<file path="config.mk">
export PLATFORM = sky130hd
export DESIGN_NAME = prd_sqrt
export DESIGN_NICKNAME = d
export VERILOG_FILES = /design/src/hw/rtl/prd_sqrt.sv
export SDC_FILE = /design/constraint.sdc
export NUM_CORES = 2
export LEC_CHECK = 0
export BUFFER_PORTS_ARGS = -buffer_cell sky130_fd_sc_hd__buf_4
export CAP_MARGIN = 10
export CORE_MARGIN = 1.5
export CORE_UTILIZATION = 50
export DETAILED_ROUTE_END_ITERATION = 12
export GPL_TIMING_DRIVEN = 0
export PLACE_DENSITY_LB_ADDON = 0.12
export SYNTH_ARGS = -nofsm -noshare
export SYNTH_HDL_FRONTEND = slang
export SYNTH_SLANG_ARGS = --single-unit
</file>
<file path="constraint.sdc">
create_clock -name clk -period 5.6 [get_ports clk]
set_input_delay 0.28 -clock clk [delete_from_list [all_inputs] [get_ports clk]]
set_output_delay 0.28 -clock clk [all_outputs]
set_load 0.02 [all_outputs]
</file>
<file path="src/hw/rtl/prd_sqrt.sv">
`default_nettype none

// pipelined integer square root, one root bit per stage, floor result
module prd_sqrt #(
  parameter int N_W = 62,
  parameter int S_W = 1
) (
  input  wire logic             clk,
  input  wire logic             rst_n,
  input  wire logic             en,
  input  wire logic             in_valid,
  input  wire logic [N_W-1:0]   in_rad,
  input  wire logic [S_W-1:0]   in_side,
  output logic                  out_valid,
  output logic [N_W/2-1:0]      out_root,
  output logic [S_W-1:0]        out_side
);

  localparam int R_W   = N_W / 2;
  localparam int REM_W = R_W + 2;
  localparam int TMP_W = REM_W + 2;

  logic             vld_r  [R_W];
  logic [REM_W-1:0] rem_r  [R_W];
  logic [R_W-1:0]   root_r [R_W];
  logic [N_W-1:0]   low_r  [R_W];
  logic [S_W-1:0]   side_r [R_W];

  logic             vld_nxt  [R_W];
  logic [REM_W-1:0] rem_nxt  [R_W];
  logic [R_W-1:0]   root_nxt [R_W];
  logic [N_W-1:0]   low_nxt  [R_W];
  logic [S_W-1:0]   side_nxt [R_W];

  // bring down two radicand bits, try root*4+1
  for (genvar k = 0; k < R_W; k++) begin : g_stage
    logic             vld_in;
    logic [REM_W-1:0] rem_in;
    logic [R_W-1:0]   root_in;
    logic [N_W-1:0]   low_in;
    logic [S_W-1:0]   side_in;
    logic [TMP_W-1:0] tmp;
    logic [TMP_W-1:0] trial;
    logic             ge;

    if (k == 0) begin : g_first
      assign vld_in  = in_valid;
      assign rem_in  = '0;
      assign root_in = '0;
      assign low_in  = in_rad;
      assign side_in = in_side;
    end else begin : g_next
      assign vld_in  = vld_r[k-1];
      assign rem_in  = rem_r[k-1];
      assign root_in = root_r[k-1];
      assign low_in  = low_r[k-1];
      assign side_in = side_r[k-1];
    end

    assign tmp         = {rem_in, low_in[N_W-1:N_W-2]};
    assign trial       = TMP_W'({root_in, 2'b01});
    assign ge          = (tmp >= trial);
    assign vld_nxt[k]  = vld_in;
    assign rem_nxt[k]  = ge ? REM_W'(tmp - trial) : tmp[REM_W-1:0];
    assign root_nxt[k] = {root_in[R_W-2:0], ge};
    assign low_nxt[k]  = {low_in[N_W-3:0], 2'b00};
    assign side_nxt[k] = side_in;
  end

  // valid bits
  always_ff @(posedge clk) begin
    for (int k = 0; k < R_W; k++) begin
      if (!rst_n) begin
        vld_r[k] <= 1'b0;
      end else if (en) begin
        vld_r[k] <= vld_nxt[k];
      end
    end
  end

  // stage payload
  always_ff @(posedge clk) begin
    if (en) begin
      for (int k = 0; k < R_W; k++) begin
        rem_r[k]  <= rem_nxt[k];
        root_r[k] <= root_nxt[k];
        low_r[k]  <= low_nxt[k];
        side_r[k] <= side_nxt[k];
      end
    end
  end

  assign out_valid = vld_r[R_W-1];
  assign out_root  = root_r[R_W-1];
  assign out_side  = side_r[R_W-1];

endmodule

`default_nettype wire

</file>
Word-level counts from Yosys, hierarchy flattened. Memory sizes are Yosys's and may differ from the RTL's. Cells that the tools add are included.

Output and inout port bits: 33. Bits in writable memories: 3906. Logic and storage cells: 165. Memories kept: 5. ROM bits: 0. Bits in registers: 0. Bits in latches: 0.

$mul: 0. Equality and inequality tests: 0. Bitwise operators: 31. $lt $le $gt $ge: 31. Muxes and demuxes: 67. Shift-type cells: 0. Reductions and logical operators: 0. Divide/modulo/power cells: 0. Add/subtract/negate cells: 31.

Memories: low_r (words 31, bits a word 60, read ports 30, clocked after memory_dff 0, wr ports 31, line 26) `logic [N_W-1:0] low_r [R_W];`; rem_r (words 31, bits a word 33, read ports 30, clocked after memory_dff 0, wr ports 31, line 24) `logic [REM_W-1:0] rem_r [R_W];`; root_r (words 31, bits a word 31, read ports 31, clocked after memory_dff 0, wr ports 31, line 25) `logic [R_W-1:0] root_r [R_W];`; side_r (words 31, bits a word 1, read ports 31, clocked after memory_dff 0, wr ports 31, line 27) `logic [S_W-1:0] side_r [R_W];`; vld_r (words 31, bits a word 1, read ports 31, clocked after memory_dff 0, wr ports 31, line 23) `logic vld_r [R_W];`.

Operators with widths (count): $ge A35 B33 Y1 (30); $mux W33 (31); $sub A33 B33 Y33 (30); $mux W1 (36); $or A1 B1 Y1 (31); $sub A2 B1 Y3 const B (1); $ge A2 B1 Y1 const B (1).

Longest topological paths before layout.
Depth in word-level cells: 4. Mapped depth: 14. Depth with buffers taken out: 13.

Least setup slack after synthesis. Ideal clock, no wire load.

Path type: register -> register. Start point: mem rem_r[0][137] (netlist name). End point: mem rem_r[0][193] (netlist name) (data pin). Data required time: 5329 ps. Period minus slack after synthesis: 3642 ps. Cell stages (with the launch flop): 13. Setup time: 271 ps. Arrival time: 3371 ps. Slack: 1958 ps. Cell sequence: edfxtp_1 or4_1 or3_1 or4_1 or3_1 buf_2 nor3_2 a221o_1 buf_2 or3_1 buf_2 nor4_1 xor2_1.

RTL lines (line): start: declaration (24).

==> metrics.cfg <==
[outcome]
outcome = finished, final reports clean

[final_layout]
final_cells = 12400
final_cell_mix = edfxtp_1 (2,429), nand2_1 (674), inv_1 (669)
synthToLayoutAreaGrowth_pct = 12.7
final_nets = 9791
drive_gt1_share_pct = 6.76
layout_commonest_cell = edfxtp_1

[drt]
first_pass_iters = 7
vias = 68300
drtAntennaViolNets = 0
drtIter0Drc = 5054
vias_per_cell = 5.52
post-route-drc-count = 0
finalWirelength_mm = 235
wire_per_inst_um = 19.0

[critical_path]
arrival_ps = 5330
rr_endpoint = rem_r[1][386]
path_max_fanout = 10
crit_path_start_kind = flop
cp.required_ps = 6150
ff2ff_path_depth = 11
crit_start = rem_r[1][331]
cp-end-kind = flop
r2r_slack_ps = 820
path_class = reg2reg
rr_startpoint = rem_r[1][331]

[floorplan]
coreArea_um2 = 224000
dieHeight_um = 478
io_pins = 100
dieArea_um2 = 228000
row_count = 174
fp.dieW_um = 478
start_util_pct = 50.2

[cts]
clockBufferDepth = 4
cts.htree.levels = 5
clkTransAtPathRegs_ps = 60
clock_latency_ps = 900
clock_sinks = 2430
ctsResizeCount = 0
cts_root_buf = clkbuf_16
cts_tree = built
cts-buffers-inserted = 281
post-cts-setup-buffers = 0

[timing]
setup_viol = 0
relSlewSlack_pct = 23.1
clock.fmax_mhz = 209
rsz0062_at_grt = no
final_hold_viol_count = 0
finalCriticalPeriod_ps = 4780
worst_pin_slew_ps = 1140
final-max-slew-violation-count = 0
min_period_over_period_pct = 85.4
setup-tns-final_ps = 0
fin_skew_ps = 68.7

[power]
power_frac_seq_pct = 46.9
p_int_mw = 37.6
pwr-share-comb_pct = 19.8
power_switching_share_pct = 28.0
clockPowerShare_pct = 33.4
ir_drop_uv = 316
switchingPower_mw = 14.6
power_leakage_nw = 48.1
power_density_nw_per_um2 = 411

[synth]
synthCells = 8728
synth_cell_types = 83
avgSynthCellArea_um2 = 12.9
ys_seq_area_share_pct = 64.8
yosysWarnings = 0
yosys.area.top_type = edfxtp_1
syn-num-nets = 9323
netlist_area_um2 = 113000
synth_area_leaders = edfxtp_1 (65%), ha_1 (5.9%), xor2_1 (3.2%)
yosys.area.top_type_share_pct = 64.7
async_reset_ff_share_pct = 0
synth_edf_count = 2429
synth_flop_cell = edfxtp_1
ys_ff_latch = 2430

[place]
place.gp.congestion = 0.896
dp.cells = 11800
port_buffers = 99
dp_hpwl_mm = 169

[global_routing]
overflow = 0
grt_pass1_wl_mm = 369
antenna_found_initial = 4
grt_pass1_vias = 66700
grt_use_total_pct = 20.3
grt_max_degree = 198

[flow_run]
maxCapViolCount = 0

[worst_hold_path]
hold_class = in2reg
min_from = in_rad[29]
holdPathStages = 2
worstHoldEndpoint = low_r[0][29]

[area by class of cell]
class	instances	area, um2
fillers	18300	97500
flip-flops and latches	2430	73000
multi-input cells	5446	36500
clock buffers	339	7400
well taps	2992	3740
inverters	676	2540
repair buffers	185	1870
clock inverters	138	1340
plain buffers	176	664
diodes	2	5.00
[stage by stage]
stage	setup WS [ps]	hold slack (ps)	area [um2]	total power, mW	util (%)
floorplan	1960	379	113000	31.5	-
global placement	-17560	400	117000	35.6	52.2
detailed placement	929	405	118000	35.0	52.4
CTS	871	17.2	127000	52.8	56.6
global route	621	40.6	127000	54.9	56.6
finish	818	98.0	127000	52.2	56.6
[critical path, cell delays in order, from the launching register on]
cell      delay, ps
edfxtp_1        430
ha_1            410
a21oi_1         240
a31oi_1         130
a211oi_1        660
o211ai_1        320
o31a_1          380
a32oi_1         280
and3_1          200
clkbuf_1        450
clkbuf_1        650
o21ai_0         300
[cells by family after synthesis]
family / after synthesis / synth area share, %
other: 1 / 0.00333
muxes: 70 / 0.683
AOI/OAI and AO/OA: 1765 / 9.65
xor gates and xnor gates: 780 / 6.06
buffers and inverters: 852 / 2.84
and+or+nand+nor: 2302 / 10.1
DFF: 2430 / 64.8
adders and majority gates: 528 / 5.86
[per-layer routing]
| metal | up-vias | GRT usage (%) | part of all wire [%] |
|---|---|---|---|
| li1 | 33300 | - | - |
| met1 | 33200 | 27.4 | 44 |
| met2 | 1422 | 34.4 | 49 |
| met3 | 429 | 2.46 | 3.8 |
| met4 | 0 | 6.13 | 2.8 |
| met5 | - | 0 | 0 |
[power by group through the flow]
| stage | clock network (mW) | registers, mW | logic (mW) |
|---|---|---|---|
| 5_1_grt | 18.6 | 24.7 | 11.5 |
| 3_3_place_gp | 0 | 25.6 | 10.1 |
| 3_5_place_dp | 0 | 24.9 | 10.2 |
| 4_1_cts | 18.0 | 24.5 | 10.3 |
| 2_1_floorplan | 0 | 24.1 | 7.43 |
| 6_report | 17.4 | 24.5 | 10.3 |
[timing repair]
action	in CTS	in global routing
hold buffers	68	0
hold endpoints to repair	181	0
setup endpoints to repair	0	0
[state kept, by name (all words and copies together) (netlist names)]
name    cells
rem_r     942
low_r     930
root_r    496
side_r     31
vld_r      31
[Yosys cell counts (8+ instances only)]
library cell	instances
nand3_1	122
o21ai_0	505
or4_1	69
a2111oi_0	13
o2111ai_1	8
o211ai_1	27
o31a_1	11
o41ai_1	17
mux2_2	55
nor3b_1	22
nand3b_1	19
a21boi_0	23
o22ai_1	13
o31ai_1	59
nand2_1	674
nor2b_1	76
mux2i_1	15
nand2b_1	120
inv_1	669
buf_1	12
a21o_1	197
clkbuf_1	161
or2_2	37
nand4_1	96
a31oi_1	56
and2_1	34
o21bai_1	51
nor4b_1	13
a311oi_1	12
nor3_1	202
nand4b_1	17
a211o_1	18
or3_1	91
nor4_1	119
xnor2_1	373
and3_1	75
and4_1	12
nor2_1	486
a21oi_1	516
a31o_2	18
edfxtp_1	2429
xor2_1	407
ha_1	528
o21a_1	96
a211oi_1	50
[worst max-delay path by stage]
stage                         end  slack, ps  depth (start not counted)
floorplan           rem_r[0][193]       1960                         12
global placement      vld_r[0][3]     -17560                          2
detailed placement  rem_r[1][389]        930                         11
CTS                 rem_r[1][386]        870                         11
global route        rem_r[1][390]        620                         11
finish              rem_r[1][386]        820                         11
Power figures use the tool's default switching activity.
