===== config.mk =====
export PLATFORM = sky130hd
export DESIGN_NAME = prd_div
export DESIGN_NICKNAME = d
export VERILOG_FILES = /design/src/hw/rtl/prd_div.sv
export SDC_FILE = /design/constraint.sdc
export NUM_CORES = 2
export LEC_CHECK = 0
export BUFFER_PORTS_ARGS = -buffer_cell sky130_fd_sc_hd__buf_2
export CELL_PAD_IN_SITES_DETAIL_PLACEMENT = 2
export CELL_PAD_IN_SITES_GLOBAL_PLACEMENT = 2
export CORE_MARGIN = 2
export CORE_UTILIZATION = 40
export DETAILED_ROUTE_END_ITERATION = 12
export PLACE_DENSITY = 0.73
export SLEW_MARGIN = 20
export SYNTH_ARGS = -nofsm -noshare
export SYNTH_HDL_FRONTEND = slang
export SYNTH_SLANG_ARGS = --single-unit

===== constraint.sdc =====
create_clock -name clk -period 4.05 [get_ports clk]
set_clock_uncertainty 0.1 [all_clocks]
set_input_delay 0.81 -clock clk [delete_from_list [all_inputs] [get_ports clk]]
set_output_delay 0.81 -clock clk [all_outputs]
set_load 0.02 [all_outputs]

===== src/hw/rtl/prd_div.sv =====
`default_nettype none

// pipelined restoring divider, one quotient bit per stage
// the caller guarantees the quotient fits in Q_W bits
module prd_div #(
  parameter int N_W = 34,
  parameter int D_W = 16,
  parameter int Q_W = 30,
  parameter int S_W = 1
) (
  input  wire logic           clk,
  input  wire logic           rst_n,
  input  wire logic           en,
  input  wire logic           in_valid,
  input  wire logic [N_W-1:0] in_num,
  input  wire logic [D_W-1:0] in_den,
  input  wire logic [S_W-1:0] in_side,
  output logic                out_valid,
  output logic [Q_W-1:0]      out_quo,
  output logic [S_W-1:0]      out_side
);

  logic           vld_r  [Q_W];
  logic [D_W-1:0] rem_r  [Q_W];
  logic [D_W-1:0] den_r  [Q_W];
  logic [Q_W-1:0] quo_r  [Q_W];
  logic [Q_W-1:0] low_r  [Q_W];
  logic [S_W-1:0] side_r [Q_W];

  logic           vld_nxt  [Q_W];
  logic [D_W-1:0] rem_nxt  [Q_W];
  logic [D_W-1:0] den_nxt  [Q_W];
  logic [Q_W-1:0] quo_nxt  [Q_W];
  logic [Q_W-1:0] low_nxt  [Q_W];
  logic [S_W-1:0] side_nxt [Q_W];

  // one compare and subtract per stage
  for (genvar k = 0; k < Q_W; k++) begin : g_stage
    logic           vld_in;
    logic [D_W-1:0] rem_in;
    logic [D_W-1:0] den_in;
    logic [Q_W-1:0] quo_in;
    logic [Q_W-1:0] low_in;
    logic [S_W-1:0] side_in;
    logic [D_W:0]   trial;
    logic           ge;

    if (k == 0) begin : g_first
      assign vld_in  = in_valid;
      assign rem_in  = D_W'(in_num[N_W-1:Q_W]);
      assign den_in  = in_den;
      assign quo_in  = '0;
      assign low_in  = in_num[Q_W-1:0];
      assign side_in = in_side;
    end else begin : g_next
      assign vld_in  = vld_r[k-1];
      assign rem_in  = rem_r[k-1];
      assign den_in  = den_r[k-1];
      assign quo_in  = quo_r[k-1];
      assign low_in  = low_r[k-1];
      assign side_in = side_r[k-1];
    end

    assign trial       = {rem_in, low_in[Q_W-1]};
    assign ge          = (trial >= {1'b0, den_in});
    assign vld_nxt[k]  = vld_in;
    assign rem_nxt[k]  = ge ? D_W'(trial - {1'b0, den_in}) : trial[D_W-1:0];
    assign den_nxt[k]  = den_in;
    assign quo_nxt[k]  = {quo_in[Q_W-2:0], ge};
    assign low_nxt[k]  = {low_in[Q_W-2:0], 1'b0};
    assign side_nxt[k] = side_in;
  end

  // valid bits
  always_ff @(posedge clk) begin
    for (int k = 0; k < Q_W; k++) begin
      if (!rst_n) begin
        vld_r[k] <= 1'b0;
      end else if (en) begin
        vld_r[k] <= vld_nxt[k];
      end
    end
  end

  // stage payload
  always_ff @(posedge clk) begin
    if (en) begin
      for (int k = 0; k < Q_W; k++) begin
        rem_r[k]  <= rem_nxt[k];
        den_r[k]  <= den_nxt[k];
        quo_r[k]  <= quo_nxt[k];
        low_r[k]  <= low_nxt[k];
        side_r[k] <= side_nxt[k];
      end
    end
  end

  assign out_valid = vld_r[Q_W-1];
  assign out_quo   = quo_r[Q_W-1];
  assign out_side  = side_r[Q_W-1];

endmodule

`default_nettype wire


## After elaboration in Yosys (flattened, before gate mapping)

Memories as Yosys holds them, arrays and structs flattened.
Cells that the tools add are included.

- $lt $le $gt $ge: 30
- $mul: 0
- Bitwise logic cells: 30
- Multiplexer cells: 65
- Reduce and logical (&&, ||, !) cells: 0
- Shifts and indexed selects: 0
- Add/subtract/negate cells: 30
- Equality and inequality tests: 0
- Divide/modulo/power cells: 0

Operator list:

| kind | number |
|---|---|
| 17-bit by 16-bit >= comparator with 1-bit output | 29 |
| 16-bit two-way mux | 30 |
| 16-bit subtractor | 29 |
| 1-bit two-way mux | 35 |
| 1-bit bitwise OR | 30 |
| 5-bit by 16-bit >= comparator with 1-bit output | 1 |
| 5-bit by 16-bit subtractor with 16-bit output | 1 |

- Memories kept: 6
- Memory bits (read-only): 0
- Register bits after elaboration: 0
- Bits in latches: 0
- Memory bits (writable): 2790
- Output and inout port bits: 32
- Bits of input ports: 55
- Word-level logic and storage cells: 161

Memories:

| memory | depth | bits a word | read ports | clocked after memory_dff | wr ports | RTL line | source |
|---|---|---|---|---|---|---|---|
| quo_r | 30 | 30 | 30 | 0 | 30 | 26 | `logic [Q_W-1:0] quo_r [Q_W];` |
| low_r | 30 | 29 | 29 | 0 | 30 | 27 | `logic [Q_W-1:0] low_r [Q_W];` |
| den_r | 30 | 16 | 29 | 0 | 30 | 25 | `logic [D_W-1:0] den_r [Q_W];` |
| rem_r | 30 | 16 | 29 | 0 | 30 | 24 | `logic [D_W-1:0] rem_r [Q_W];` |
| side_r | 30 | 1 | 30 | 0 | 30 | 28 | `logic [S_W-1:0] side_r [Q_W];` |
| vld_r | 30 | 1 | 30 | 0 | 30 | 23 | `logic vld_r [Q_W];` |

## Depth between registers and ports, before layout

- Depth in word-level cells: 4
- Mapped depth: 13
- Gate-level depth less buffers: 12

## Worst setup path after synthesis

No wires, ideal clock.

- Kind: register to register
- From: mem rem_r[0][5]
- To: mem rem_r[1][4], in the netlist rem_r[0][20], data pin
- Setup time: 0.262 ns
- Arrival: 2.862 ns
- Cell stages (with the launch flop): 11
- Clock period less this slack: 3.224 ns
- Slack: 0.826 ns
- Buffers on the path: 1
- Data required time: 3.688 ns
- Cells stage by stage: edfxtp_1 > ha_1 > a21oi_2 > o21ai_1 > or3_1 > o22ai_2 > o31ai_1 > or4_1 > a311oi_2 > buf_6 > mux2_1

RTL lines:

| what | RTL line |
|---|---|
| from (decl) | 24 |

==> results <==
- The maximum buffer depth of the clock tree is 3.
- The floorplan step set the die height to 461.7 um.
- The Yosys step of the flow raised 0 warnings.
- The final hold violation count is 0.
- The clock drives 1888 sinks.
- Among all flip-flop cells after synthesis, the most frequent one is sky130_fd_sc_hd__edfxtp_1.
- In this run the register-to-register setup slack is between 200 and 250 ps.
- The first-pass GRT wire length is around 330000 um.
- The layout cell share with drive strength beyond 1 is 0.1074.
- The clock-pin slew of the registers on the worst-case setup and hold paths is approximately 70 ps.
- The maximum fanout count along the critical path is 3.
- At the end of routability-driven placement, the weighted congestion stood at just over 0.8.
- In the post-synthesis netlist, the biggest area contributors are sky130_fd_sc_hd__edfxtp_1, sky130_fd_sc_hd__ha_1, sky130_fd_sc_hd__inv_1.
- Of all flip-flops after synthesis, the portion carrying an async set or reset was 0.
- The overall global routing resource usage is 0.2032.
- The required time of the critical path is between 4000 and 5000 ps.
- The post-placement worst setup slack is about 250 ps.
- The number of ports placed on the die boundary is a little under 90.
- For this run, the share of the core covered by cells in the final layout is 0.4599.
- Dividing the final minimum period by the clock period gives 0.9384.
- In this run the tightest slew margin relative to its limit is 0.3411.
- The average detailed-routed wire length per instance is 23.40 um.
- The worst setup path is captured at a flop.
- The die outline width is roughly 460 um.
- The clock latency on the worst-skew pair is around 850 ps.
- The data arrival time of the worst path is approximately 4300 ps.
- Setup repair after global routing left no endpoint under its margin.
- In the routed layout, each cell is associated on average with a via count of roughly 5.3.
- After global routing the overflow that remains totals 0.
- The first-pass iteration count of the detailed router is 5.
- By count the netlist is led by sky130_fd_sc_hd__edfxtp_1, sky130_fd_sc_hd__inv_1, sky130_fd_sc_hd__ha_1.
- The root buffer selected by CTS is sky130_fd_sc_hd__clkbuf_16.
- The region available for standard cell placement spans between 200000 and 250000 sq um.
- The number of global-route vias before repair is between 50000 and 60000.
- The number of nets in the final layout is a little under 7000.
- Final hold analysis gives a worst-case slack of 103.5 ps.
- The shortest period the worst path allows is 3800 ps.
- In this run the cell area of the synthesized design comes to 83800 sq um.
- The critical path is of the flop to flop type.
- In the routed design, unresolved DRC markers number 0.
- Clock tree synthesis inserted a total of about 210 buffers.
- The number of distinct standard cells referenced by the synthesized netlist is just over 80.
- The area share of the leading cell type in the synthesized netlist is 0.6762.
- The critical path goes through ha_1 -> fa_1 -> nor2b_1 -> o21ai_0 -> nand2b_1 -> and2_1 -> o41ai_1 -> buf_4 -> o311ai_0 -> o41ai_1 -> xor2_1 -> o21ai_0.
- In this run, synthesis inferred 1887 flip-flops with an integrated enable.
- For the pin with the worst max-slew slack, the measured transition is just under 1000 ps.
- The CTS H-tree depth is 4.
- Static timing analysis puts the maximum clock frequency at 263.1 MHz.
- The buffer count from post-CTS setup fixing is 0.
- The initial antenna violation count was 4.
- The largest total area in the synthesized netlist belongs to sky130_fd_sc_hd__edfxtp_1.
- The share of the Yosys chip area taken by registers is 0.6765.
- The number of DRC violations after detailed-routing iteration 0 is ~2800.
- The count of pins over their slew limit is 0.
- The critical path's slowest cell is sky130_fd_sc_hd__o311ai_0.
- After layout, the design draws a total of 73.84 mW.
- For this run, the slowest stage of the critical path takes about 770 ps.
- The max-cap check violation count is 0.
- Synthesis produced between 5000 and 6000 cells.
- The analysis attributes to cell leakage a power of about 37 nW.
- During placement, the flow inserted port buffers numbering 86.
- Across the VDD grid, the largest voltage drop is 0.5452 mV.
- The worst hold path belongs to the class primary input to flop.
- Entering global routing, the biggest net connects between 100 and 150 pins.
- The total nets after synthesis is 6500.
- The count of final setup violators is 0.
- The CTS tree is done.
- The routed wire length is between 200000 and 250000 um.
- The worst path setup slack after routing is 249.6 ps.
- The worst setup path is launched from a flop.
- The signed area change from the synthesized netlist to the final layout is 14.68%.
- Setup total negative slack on the finished layout was measured at 0 ps.
- The estimated wirelength of the detail-placed design is between 100000 and 150000 um.
- Dividing total power by cell area gives a power density of just under 800 nW/um^2.
- Among all cell types in the netlist, the one instantiated most often is sky130_fd_sc_hd__edfxtp_1.
- The number of rows created at floorplan is about 170.
- For this configuration, the core starts out at a cell density of 0.4010.
- The total number of vias is between 40000 and 50000.
- The run finished with clean final reports.
- The average cell area after synthesis is roughly 14 sq um.
- The die area is 213200 sq um.
- The post-synthesis register bit count is between 1500 and 2000.
- The remaining antenna violation count after routing is 0.
## cell usage in the layout (no fill, tap or decap), types with 21 or more instances in the layout
master / n
sky130_fd_sc_hd__a211oi_1: 29
sky130_fd_sc_hd__a21o_1: 96
sky130_fd_sc_hd__a21oi_1: 422
sky130_fd_sc_hd__a31oi_1: 30
sky130_fd_sc_hd__and3_1: 37
sky130_fd_sc_hd__buf_12: 29
sky130_fd_sc_hd__buf_2: 85
sky130_fd_sc_hd__buf_4: 77
sky130_fd_sc_hd__bufinv_16: 29
sky130_fd_sc_hd__clkbuf_1: 36
sky130_fd_sc_hd__clkbuf_16: 210
sky130_fd_sc_hd__clkinv_1: 63
sky130_fd_sc_hd__clkinv_2: 29
sky130_fd_sc_hd__dlygate4sd3_1: 41
sky130_fd_sc_hd__edfxtp_1: 1887
sky130_fd_sc_hd__fa_1: 29
sky130_fd_sc_hd__ha_1: 469
sky130_fd_sc_hd__inv_1: 586
sky130_fd_sc_hd__mux2_1: 22
sky130_fd_sc_hd__mux2_2: 154
sky130_fd_sc_hd__mux2i_1: 29
sky130_fd_sc_hd__nand2_1: 247
sky130_fd_sc_hd__nand2b_1: 69
sky130_fd_sc_hd__nand3_1: 77
sky130_fd_sc_hd__nand4_1: 57
sky130_fd_sc_hd__nor2_1: 408
sky130_fd_sc_hd__nor2b_1: 76
sky130_fd_sc_hd__nor3_1: 81
sky130_fd_sc_hd__nor4_1: 21
sky130_fd_sc_hd__o21a_1: 73
sky130_fd_sc_hd__o21ai_0: 281
sky130_fd_sc_hd__o21bai_1: 32
sky130_fd_sc_hd__o31a_1: 27
sky130_fd_sc_hd__o31ai_1: 43
sky130_fd_sc_hd__or3_1: 34
sky130_fd_sc_hd__xnor2_1: 196
sky130_fd_sc_hd__xor2_1: 120
## area by class of cell
type / instances / area (sq um)
repair buffers: 232 / 1994
multi-input cells: 3392 / 24620
fillers: 20260 / 112800
flip-flops and latches: 1888 / 56680
inverters: 587 / 2203
clock buffers: 246 / 5390
diodes: 4 / 10.01
well taps: 2805 / 3510
clock inverters: 147 / 1685
## kinds of logic after synthesis
kind of cell	count (synthesis)	synth area share
XOR/XNOR	316	0.03303
flip-flops	1888	0.6765
AO/OA/AOI/OAI	1194	0.08828
adder cells (fa/ha/maj)	498	0.07696
AND/OR/NAND/NOR	1179	0.06746
buffers and inverters	667	0.03070
multiplexers	205	0.02712
## through the flow
stage | instance area (sq um) | std cells
after floorplan | 83800 | 5947
after global placement | 88600 | 8863
after detailed placement | 88600 | 8863
after CTS | 96080 | 9297
after global routing | 96090 | 9299
final | 96100 | 9301
## path summary, 6_finish.rpt
path / cells past startpoint / end / start
worst max-delay path: 12 / rem_r[0][238]$_DFFE_PP_ / den_r[0][208]$_DFFE_PP_
worst min-delay path: 1 / den_r[0][1]$_DFFE_PP_ / in_den[1]
worst max register to register: 12 / rem_r[0][238]$_DFFE_PP_ / den_r[0][208]$_DFFE_PP_
worst min register to register: 0 / low_r[0][153]$_DFFE_PP_ / low_r[0][123]$_DFFE_PP_
## what timing repair did
item | CTS | global route
setup endpoints to repair | 0 | 1
endpoints found under the hold margin | 41 | 0
resized for setup | 0 | 1
hold buffers | 41 | 0
## sequential cells by signal, indices dropped and copies added (netlist names)
register	count
low_r	435
quo_r	465
vld_r	30
den_r	464
rem_r	464
side_r	30
## routing by layer
metal	global-route usage	routed length, um	part of all wire	vias up
met5	0	20	0.000092	-
met4	0.08552	9215	0.042	2
met3	0.02859	6973	0.032	464
met2	0.3750	115500	0.53	882
met1	0.2342	85950	0.39	25276
li1	-	-	-	22840
## worst max-delay path: cells and delay by family, from the launching register on
kind | cells | cell delay (ps)
buf+inv | 1 | 150
simple gates | 3 | 420
compound gates | 5 | 1550
fa+ha+maj | 2 | 680
flops | 1 | 460
xor+xnor | 1 | 210
## power breakdown
group          switching, mW  internal (mW)  total, mW
Combinational           14.7           10.5       25.2
Sequential              2.27           26.6       28.9
Clock                   8.32           11.4       19.7
Note: power is estimated with default switching activity, not from simulation.
